==> src/hw/rtl/fraction_add_reduce_macros.svh <==
// Assertion macros used by the fraction adder top level.
`ifndef FRACTION_ADD_REDUCE_MACROS_SVH
`define FRACTION_ADD_REDUCE_MACROS_SVH

// Checks that the consequent holds in the same cycle as the antecedent.
`define FAR_ASSERT_SAME(lbl, ante, cons) \
    lbl: assert property (@(posedge clk) disable iff (!rst_n) (ante) |-> (cons)) \
        else $error("fraction_add_reduce: same-cycle check failed");

// Checks that the consequent holds in the cycle after the antecedent.
`define FAR_ASSERT_NEXT(lbl, ante, cons) \
    lbl: assert property (@(posedge clk) disable iff (!rst_n) (ante) |=> (cons)) \
        else $error("fraction_add_reduce: next-cycle check failed");

`endif

==> src/hw/rtl/far_pkg.sv <==
// Package with widths, microcode formats and the control program of the fraction adder.
`timescale 1ns / 1ps

package far_pkg;

    localparam int WIDTH   = 16;
    localparam int PROD_W  = 2 * WIDTH;
    localparam int DEN_W   = 2 * WIDTH - 2;
    localparam int REM_W   = PROD_W + 1;
    localparam int SHIFT_W = $clog2(PROD_W);
    localparam int CNT_W   = $clog2(PROD_W);
    localparam int PC_W    = 4;

    typedef logic [PC_W-1:0] pc_t;

    typedef enum logic [3:0] {
        OP_LOAD,
        OP_MUL_P,
        OP_MUL_Q,
        OP_MUL_D,
        OP_SUM,
        OP_GINIT,
        OP_GSHIFT,
        OP_GSTEP,
        OP_DINIT,
        OP_DSTEP,
        OP_EMIT_OK,
        OP_EMIT_ERR,
        OP_EMIT_ZERO
    } op_t;

    typedef enum logic [2:0] {
        C_NEVER,
        C_ALWAYS,
        C_IDLE,
        C_DEN_ZERO,
        C_MAG_ZERO,
        C_BOTH_EVEN,
        C_A_NONZERO,
        C_DIV_MORE
    } cond_t;

    typedef struct packed {
        op_t   op;
        cond_t cond;
        pc_t   target;
    } uword_t;

    typedef struct packed {
        logic den_zero;
        logic mag_zero;
        logic both_even;
        logic a_nonzero;
        logic div_more;
    } flags_t;

    localparam pc_t PC_WAIT   = 4'd0;
    localparam pc_t PC_MUL_P  = 4'd1;
    localparam pc_t PC_MUL_Q  = 4'd2;
    localparam pc_t PC_MUL_D  = 4'd3;
    localparam pc_t PC_SUM    = 4'd4;
    localparam pc_t PC_GINIT  = 4'd5;
    localparam pc_t PC_GSHIFT = 4'd6;
    localparam pc_t PC_GSTEP  = 4'd7;
    localparam pc_t PC_DINIT  = 4'd8;
    localparam pc_t PC_DSTEP  = 4'd9;
    localparam pc_t PC_OK     = 4'd10;
    localparam pc_t PC_ERR    = 4'd11;
    localparam pc_t PC_ZERO   = 4'd12;

    // Control store: one word per step, jump to target when the condition holds.
    function automatic uword_t ucode(pc_t pc);
        uword_t w;
        unique case (pc)
            PC_WAIT:   w = '{op: OP_LOAD,      cond: C_IDLE,      target: PC_WAIT};
            PC_MUL_P:  w = '{op: OP_MUL_P,     cond: C_DEN_ZERO,  target: PC_ERR};
            PC_MUL_Q:  w = '{op: OP_MUL_Q,     cond: C_NEVER,     target: PC_WAIT};
            PC_MUL_D:  w = '{op: OP_MUL_D,     cond: C_NEVER,     target: PC_WAIT};
            PC_SUM:    w = '{op: OP_SUM,       cond: C_NEVER,     target: PC_WAIT};
            PC_GINIT:  w = '{op: OP_GINIT,     cond: C_MAG_ZERO,  target: PC_ZERO};
            PC_GSHIFT: w = '{op: OP_GSHIFT,    cond: C_BOTH_EVEN, target: PC_GSHIFT};
            PC_GSTEP:  w = '{op: OP_GSTEP,     cond: C_A_NONZERO, target: PC_GSTEP};
            PC_DINIT:  w = '{op: OP_DINIT,     cond: C_NEVER,     target: PC_WAIT};
            PC_DSTEP:  w = '{op: OP_DSTEP,     cond: C_DIV_MORE,  target: PC_DSTEP};
            PC_OK:     w = '{op: OP_EMIT_OK,   cond: C_ALWAYS,    target: PC_WAIT};
            PC_ERR:    w = '{op: OP_EMIT_ERR,  cond: C_ALWAYS,    target: PC_WAIT};
            PC_ZERO:   w = '{op: OP_EMIT_ZERO, cond: C_ALWAYS,    target: PC_WAIT};
            default:   w = '{op: OP_LOAD,      cond: C_ALWAYS,    target: PC_WAIT};
        endcase
        return w;
    endfunction

endpackage

==> src/hw/rtl/fraction_add_reduce.sv <==
// Top level of the fraction adder: sums two fractions and reduces the result.
//
//   Channel   Direction  Handshake               Ports
//   item in   input      start high, busy low    num_a, den_a, num_b, den_b
//   result    output     done strobe, one cycle  status, red_num, red_den, is_whole
//
// The run time of an item is set by the binary gcd loop, one step per cycle over 32-bit
// magnitudes, and by the two restoring dividers that run side by side. A zero denominator
// ends the item early with an error, and a zero sum ends it early with 0/1. Reset clears the
// step counter and the done strobe only. A new item may be started in the cycle in which
// done is high; the receiver cannot stall a result.
`timescale 1ns / 1ps
`include "fraction_add_reduce_macros.svh"

module fraction_add_reduce (
    input  logic                                clk,
    input  logic                                rst_n,
    input  logic                                start,
    input  logic signed [far_pkg::WIDTH-1:0]    num_a,
    input  logic signed [far_pkg::WIDTH-1:0]    den_a,
    input  logic signed [far_pkg::WIDTH-1:0]    num_b,
    input  logic signed [far_pkg::WIDTH-1:0]    den_b,
    output logic                                busy,
    output logic                                done,
    output logic                                status,
    output logic signed [far_pkg::PROD_W-1:0]   red_num,
    output logic        [far_pkg::DEN_W-1:0]    red_den,
    output logic                                is_whole
);

    far_pkg::uword_t ctrl;
    far_pkg::flags_t flags;

    far_sequencer u_seq (
        .clk   (clk),
        .rst_n (rst_n),
        .start (start),
        .flags (flags),
        .ctrl  (ctrl),
        .busy  (busy)
    );

    far_datapath u_dp (
        .clk      (clk),
        .rst_n    (rst_n),
        .ctrl     (ctrl),
        .num_a    (num_a),
        .den_a    (den_a),
        .num_b    (num_b),
        .den_b    (den_b),
        .flags    (flags),
        .done     (done),
        .status   (status),
        .red_num  (red_num),
        .red_den  (red_den),
        .is_whole (is_whole)
    );

    `FAR_ASSERT_NEXT(a_accept_busy, start && !busy, busy)
    `FAR_ASSERT_SAME(a_done_after_busy, done, $past(busy))
    `FAR_ASSERT_SAME(a_err_fields, done && status, red_num == '0 && red_den == '0 && !is_whole)
    `FAR_ASSERT_SAME(a_ok_den, done && !status, red_den != '0)
    `FAR_ASSERT_SAME(a_whole_den, done && is_whole, red_den == far_pkg::DEN_W'(1))

endmodule

==> src/hw/rtl/far_sequencer.sv <==
// Microcode sequencer: step counter, control store lookup and conditional jumps.
`timescale 1ns / 1ps

module far_sequencer (
    input  logic             clk,
    input  logic             rst_n,
    input  logic             start,
    input  far_pkg::flags_t  flags,
    output far_pkg::uword_t  ctrl,
    output logic             busy
);

    far_pkg::pc_t    pc_reg;
    far_pkg::pc_t    pc_next;
    far_pkg::uword_t uw;
    logic            take;

    assign uw = far_pkg::ucode(pc_reg);

    always_comb
    begin
        unique case (uw.cond)
            far_pkg::C_NEVER:     take = 1'b0;
            far_pkg::C_ALWAYS:    take = 1'b1;
            far_pkg::C_IDLE:      take = !start;
            far_pkg::C_DEN_ZERO:  take = flags.den_zero;
            far_pkg::C_MAG_ZERO:  take = flags.mag_zero;
            far_pkg::C_BOTH_EVEN: take = flags.both_even;
            far_pkg::C_A_NONZERO: take = flags.a_nonzero;
            far_pkg::C_DIV_MORE:  take = flags.div_more;
            default:              take = 1'b0;
        endcase
        pc_next = take ? uw.target : far_pkg::pc_t'(pc_reg + 1'b1);
    end

    always_comb
    begin
        ctrl = uw;
        busy = (pc_reg != far_pkg::PC_WAIT);
    end

    always_ff @(posedge clk or negedge rst_n)
    begin
        if (!rst_n)
        begin
            pc_reg <= far_pkg::PC_WAIT;
        end
        else
        begin
            pc_reg <= pc_next;
        end
    end

endmodule

==> src/hw/rtl/far_datapath.sv <==
// Datapath: shared multiplier, magnitude adder, binary gcd unit and two restoring dividers.
`timescale 1ns / 1ps

module far_datapath (
    input  logic                                clk,
    input  logic                                rst_n,
    input  far_pkg::uword_t                     ctrl,
    input  logic signed [far_pkg::WIDTH-1:0]    num_a,
    input  logic signed [far_pkg::WIDTH-1:0]    den_a,
    input  logic signed [far_pkg::WIDTH-1:0]    num_b,
    input  logic signed [far_pkg::WIDTH-1:0]    den_b,
    output far_pkg::flags_t                     flags,
    output logic                                done,
    output logic                                status,
    output logic signed [far_pkg::PROD_W-1:0]   red_num,
    output logic        [far_pkg::DEN_W-1:0]    red_den,
    output logic                                is_whole
);

    localparam int W  = far_pkg::WIDTH;
    localparam int PW = far_pkg::PROD_W;
    localparam int RW = far_pkg::REM_W;
    localparam int SW = far_pkg::SHIFT_W;
    localparam int CW = far_pkg::CNT_W;

    logic [W-1:0]  na_reg, da_reg, nb_reg, db_reg;
    logic          sp_reg, sq_reg, neg_reg;
    logic [PW-1:0] p_reg, q_reg, d_reg, mag_reg;
    logic [PW-1:0] ga_reg, gb_reg, g_reg;
    logic [SW-1:0] k_reg;
    logic [PW-1:0] qm_reg, qd_reg;
    logic [RW-1:0] rm_reg, rd_reg;
    logic [CW-1:0] cnt_reg;

    logic          done_reg, done_next;
    logic          status_reg;
    logic [PW-1:0] red_num_reg;
    logic [far_pkg::DEN_W-1:0] red_den_reg;
    logic          is_whole_reg;

    logic [W-1:0]  mul_a, mul_b;
    logic [PW-1:0] prod;
    logic [RW-1:0] rm_sh, rd_sh, g_ext;
    logic          bm, bd;

    function automatic logic [W-1:0] magnitude(logic [W-1:0] v);
        return v[W-1] ? W'(~v + 1'b1) : v;
    endfunction

    always_comb
    begin
        unique case (ctrl.op)
            far_pkg::OP_MUL_P:
            begin
                mul_a = na_reg;
                mul_b = db_reg;
            end
            far_pkg::OP_MUL_Q:
            begin
                mul_a = nb_reg;
                mul_b = da_reg;
            end
            default:
            begin
                mul_a = da_reg;
                mul_b = db_reg;
            end
        endcase
        prod = PW'(mul_a) * PW'(mul_b);
    end

    always_comb
    begin
        g_ext = RW'(g_reg);
        rm_sh = {rm_reg[RW-2:0], qm_reg[PW-1]};
        rd_sh = {rd_reg[RW-2:0], qd_reg[PW-1]};
        bm    = (rm_sh >= g_ext);
        bd    = (rd_sh >= g_ext);
    end

    always_comb
    begin
        flags.den_zero  = (da_reg == '0) || (db_reg == '0);
        flags.mag_zero  = (mag_reg == '0);
        flags.both_even = !ga_reg[0] && !gb_reg[0];
        flags.a_nonzero = (ga_reg != '0);
        flags.div_more  = (cnt_reg != CW'(PW - 1));
    end

    always_ff @(posedge clk)
    begin
        unique case (ctrl.op)
            far_pkg::OP_LOAD:
            begin
                na_reg <= magnitude(num_a);
                da_reg <= magnitude(den_a);
                nb_reg <= magnitude(num_b);
                db_reg <= magnitude(den_b);
                sp_reg <= num_a[W-1] ^ den_a[W-1] ^ den_b[W-1];
                sq_reg <= num_b[W-1] ^ den_b[W-1] ^ den_a[W-1];
            end
            far_pkg::OP_MUL_P: p_reg <= prod;
            far_pkg::OP_MUL_Q: q_reg <= prod;
            far_pkg::OP_MUL_D: d_reg <= prod;
            far_pkg::OP_SUM:
            begin
                if (sp_reg == sq_reg)
                begin
                    mag_reg <= p_reg + q_reg;
                    neg_reg <= sp_reg;
                end
                else if (p_reg >= q_reg)
                begin
                    mag_reg <= p_reg - q_reg;
                    neg_reg <= sp_reg;
                end
                else
                begin
                    mag_reg <= q_reg - p_reg;
                    neg_reg <= sq_reg;
                end
            end
            far_pkg::OP_GINIT:
            begin
                ga_reg <= mag_reg;
                gb_reg <= d_reg;
                k_reg  <= '0;
            end
            far_pkg::OP_GSHIFT:
            begin
                if (!ga_reg[0] && !gb_reg[0])
                begin
                    ga_reg <= ga_reg >> 1;
                    gb_reg <= gb_reg >> 1;
                    k_reg  <= SW'(k_reg + 1'b1);
                end
            end
            far_pkg::OP_GSTEP:
            begin
                if (ga_reg != '0)
                begin
                    priority if (!ga_reg[0])
                    begin
                        ga_reg <= ga_reg >> 1;
                    end
                    else if (!gb_reg[0])
                    begin
                        gb_reg <= gb_reg >> 1;
                    end
                    else if (ga_reg >= gb_reg)
                    begin
                        ga_reg <= (ga_reg - gb_reg) >> 1;
                    end
                    else
                    begin
                        gb_reg <= (gb_reg - ga_reg) >> 1;
                    end
                end
            end
            far_pkg::OP_DINIT:
            begin
                g_reg   <= gb_reg << k_reg;
                qm_reg  <= mag_reg;
                qd_reg  <= d_reg;
                rm_reg  <= '0;
                rd_reg  <= '0;
                cnt_reg <= '0;
            end
            far_pkg::OP_DSTEP:
            begin
                rm_reg  <= bm ? RW'(rm_sh - g_ext) : rm_sh;
                rd_reg  <= bd ? RW'(rd_sh - g_ext) : rd_sh;
                qm_reg  <= {qm_reg[PW-2:0], bm};
                qd_reg  <= {qd_reg[PW-2:0], bd};
                cnt_reg <= CW'(cnt_reg + 1'b1);
            end
            far_pkg::OP_EMIT_OK:
            begin
                status_reg   <= 1'b0;
                red_num_reg  <= neg_reg ? PW'(~qm_reg + 1'b1) : qm_reg;
                red_den_reg  <= qd_reg[far_pkg::DEN_W-1:0];
                is_whole_reg <= (qd_reg == PW'(1));
            end
            far_pkg::OP_EMIT_ERR:
            begin
                status_reg   <= 1'b1;
                red_num_reg  <= '0;
                red_den_reg  <= '0;
                is_whole_reg <= 1'b0;
            end
            far_pkg::OP_EMIT_ZERO:
            begin
                status_reg   <= 1'b0;
                red_num_reg  <= '0;
                red_den_reg  <= far_pkg::DEN_W'(1);
                is_whole_reg <= 1'b1;
            end
            default:
            begin
            end
        endcase
    end

    assign done_next = (ctrl.op == far_pkg::OP_EMIT_OK) ||
                       (ctrl.op == far_pkg::OP_EMIT_ERR) ||
                       (ctrl.op == far_pkg::OP_EMIT_ZERO);

    always_ff @(posedge clk or negedge rst_n)
    begin
        if (!rst_n)
        begin
            done_reg <= 1'b0;
        end
        else
        begin
            done_reg <= done_next;
        end
    end

    assign done     = done_reg;
    assign status   = status_reg;
    assign red_num  = $signed(red_num_reg);
    assign red_den  = red_den_reg;
    assign is_whole = is_whole_reg;

endmodule
==> config.mk <==
export PLATFORM = sky130hd
export DESIGN_NAME = fraction_add_reduce
export DESIGN_NICKNAME = d
export VERILOG_FILES = /design/src/hw/rtl/far_pkg.sv /design/src/hw/rtl/fraction_add_reduce.sv /design/src/hw/rtl/far_sequencer.sv /design/src/hw/rtl/far_datapath.sv
export VERILOG_INCLUDE_DIRS = /design/src /design/src/hw/rtl
export SDC_FILE = /design/constraint.sdc
export NUM_CORES = 2
export LEC_CHECK = 0
export BUFFER_PORTS_ARGS = -buffer_cell sky130_fd_sc_hd__buf_2
export CAP_MARGIN = 20
export CORE_ASPECT_RATIO = 0.6
export CORE_MARGIN = 5
export CORE_UTILIZATION = 65
export CTS_BUF_LIST = sky130_fd_sc_hd__clkbuf_8
export DETAILED_ROUTE_END_ITERATION = 10
export GPL_ROUTABILITY_DRIVEN = 0
export PLACE_DENSITY_LB_ADDON = 0.1
export SETUP_SLACK_MARGIN = 0.5
export SLEW_MARGIN = 0
export SYNTH_ARGS = -nofsm -noshare
export SYNTH_HDL_FRONTEND = slang
export SYNTH_SLANG_ARGS = --single-unit
export TNS_END_PERCENT = 1
==> constraint.sdc <==
create_clock -name clk -period 12.24 [get_ports clk]
set_clock_uncertainty 0.1 [all_clocks]
set_input_delay 3.06 -clock clk [delete_from_list [all_inputs] [get_ports clk]]
set_output_delay 3.06 -clock clk [all_outputs]
set_load 0.005 [all_outputs]
==> reports/metrics.cfg <==
[placed_design]
dp_hpwl_mm = 107
io_buffer_count = 132

[synthesis]
synth_edf_count = 493
synth.avg_cell_area_sq_um = 9.14
yosys_warnings = 0
synth.cell_area_sq_um = 43300
synthArstFlopShare = 0.0100
synthCells = 4737
yosysSeqAreaShare = 0.345
synth_seq_cells = 498
synth_nets = 5344
synth_cell_type_count = 81
synthFlopType = edfxtp_1

[worst_setup_path]
critPathSlowestCell = dfrtp_1
worst_ep_required_time_ps = 12560
reg2reg_to = u_dp.q_reg[29]
rr_worst_depth = 26
crit_path_end = u_dp.q_reg[29]
r2r_start = u_seq.pc_reg[0]
worst-path-stages = 26
cp-startpoint = u_seq.pc_reg[0]
end_kind = flip-flop
reg2reg_slack_ps = 2410
path_buf_inv = 7
path_class = flip-flop to flip-flop
max_stage_delay_ps = 780
critPathArrivalTime_ps = 10140
startpoint_type = flip-flop
crit_family = adder cells
path_max_fanout = 48

[route]
routed_via_density = 6.47
dr.pass1.iters = 6
drtAntennaViolNets = 0
route.detailed.drc = 0
wl_per_cell_microns = 23.7
routed_wl_mm = 136
num_vias = 37200
drtIter0Drc = 5471

[layout]
nFillCells = 5189
num-nets-final = 5390
drive_above_1_share = 0.0817
final_cell_mix = 588 x nand2_1, 509 x inv_1, 493 x edfxtp_1
final_common_cell = nand2_1
areaGrowthSynthToFinish_pct = 7.23
final_util = 0.702

[sta]
worst_hold_slack_ps = 469
finalSetupTns_ps = 0
fmax_ghz = 0.102
rsz0062_at_grt = false
final-max-slew-violation-count = 0
fin_crit_ps = 9830
maxSlewHeadroom = 0.102
final-hold-violation-count = 0
tightest_slew_ps = 1340
period_share = 0.803
setup-violations-final = 0

[clocking]
cts_sinks = 498
cts_tree = yes
cts.htree.levels = 3
clk_pin_slew_worst_paths_ps = 70
worstSkewPairLatency_ps = 720
numCtsBuffers = 79
cts_resized = 0
hold_buffers = 0
clock_path_buffers = 3
root_buffer = clkbuf_8
post_cts_buffers = 0

[global_routing]
grt_pass1_wl_mm = 204
grt_usage = 0.368
antenna_found_initial = 9
gr-total-overflow = 0
grt_max_degree = 68
grt_pass1_vias = 33200

[floorplan]
initial_core_util = 0.655
core_region_area_sq_um = 66100
num_rows = 73
ioPinCount = 133
chipHeight_microns = 210
fp.dieW_microns = 343
dieArea_sq_um = 72100

[hold_path]
min_from = u_dp.d_reg[17]
hold_path_class = flip-flop to flip-flop

[run]
maxCapViolCount = 0

[outcome]
status = finished, final reports clean

==> per-stage QoR <==
step | area [sq um] | setup WS, ps | instances
after floorplan | 43300 | 3220 | 4737
after global placement | 44700 | 2630 | 5596
after detailed placement | 44700 | 2670 | 5598
after CTS | 46400 | 2660 | 5745
after global routing | 46400 | 2050 | 5750
final | 46400 | 2410 | 5750
==> tightest hold or removal path, cell delays in order, from the launching register on <==
cell and delay (ps):
edfxtp_1 350, nand2_1 60, nand2_1 60
==> cells in the mapped netlist, drive strengths merged (8+ instances only) <==
master	number	share of area
or2	25	0.0037
nand2b	38	0.0055
o21bai	45	0.0078
a211o	8	0.0016
o21a	33	0.0057
and2	38	0.0055
edfxtp	493	0.34
o31ai	35	0.0062
nor2b	60	0.0087
or4	12	0.0023
a21boi	20	0.0035
nand3	54	0.0062
nor4b	8	0.0016
o31a	9	0.0018
o211ai	17	0.0029
nor2	477	0.041
buf	37	0.0038
fa	201	0.093
or3	41	0.0062
and3	25	0.0036
a2111oi	9	0.0018
a22oi	20	0.0035
a31oi	28	0.0042
inv	491	0.043
o21ai	250	0.029
nand3b	11	0.0019
nand4	44	0.0064
o41ai	15	0.0032
ha	339	0.098
a21oi	291	0.034
mux2i	133	0.031
o22ai	17	0.0025
nor3b	8	0.0014
xor2	72	0.015
xnor2	166	0.034
nand2	589	0.051
a221oi	32	0.0065
nor4	56	0.0081
nor3	79	0.0091
clkbuf	172	0.015
a21o	84	0.015
mux2	29	0.0075
a211oi	37	0.0065
==> final cells by class <==
type,instances,area (sq um),area share
inverter,492,1850,0.0398
multi-input combinational,3538,25900,0.557
timing repair buffer,174,1000,0.0216
tap,900,1130,0.0242
antenna,1,2.50,0.0000539
sequential,498,14900,0.321
clock buffer,82,1130,0.0243
clock inverter,65,547,0.0118
==> worst min path at each step <==
stage                     slack (ps)  cells after the start              end
after detailed placement         460                      2  u_dp.qd_reg[27]
after global placement           440                      2  u_dp.qd_reg[19]
after floorplan                  410                      2  u_dp.qd_reg[31]
final                            470                      2  u_dp.qd_reg[17]
after CTS                        470                      2  u_dp.qd_reg[17]
after global routing             480                      2  u_dp.qd_reg[18]
==> cells by family after synthesis <==
kind of cell | Yosys count | synth area share
AOI/OAI and AO/OA | 1015 | 0.149
xor gates and xnor gates | 238 | 0.0481
adders and majority gates | 540 | 0.191
buffers and inverters | 701 | 0.0614
DFF | 498 | 0.345
muxes | 168 | 0.0414
and+or+nand+nor | 1577 | 0.165
==> per-layer routing <==
metal,vias to the layer above,track usage,wire (microns)
li1,16600,-,-
met4,19,0.0816,3260
met3,231,0.220,27600
met5,-,0.0189,324
met2,2776,0.421,47000
met1,17500,0.574,58200
Power is left out: the tool's default activity adds up to more than one toggle a clock period on the data nets, which glitch-free logic cannot reach.
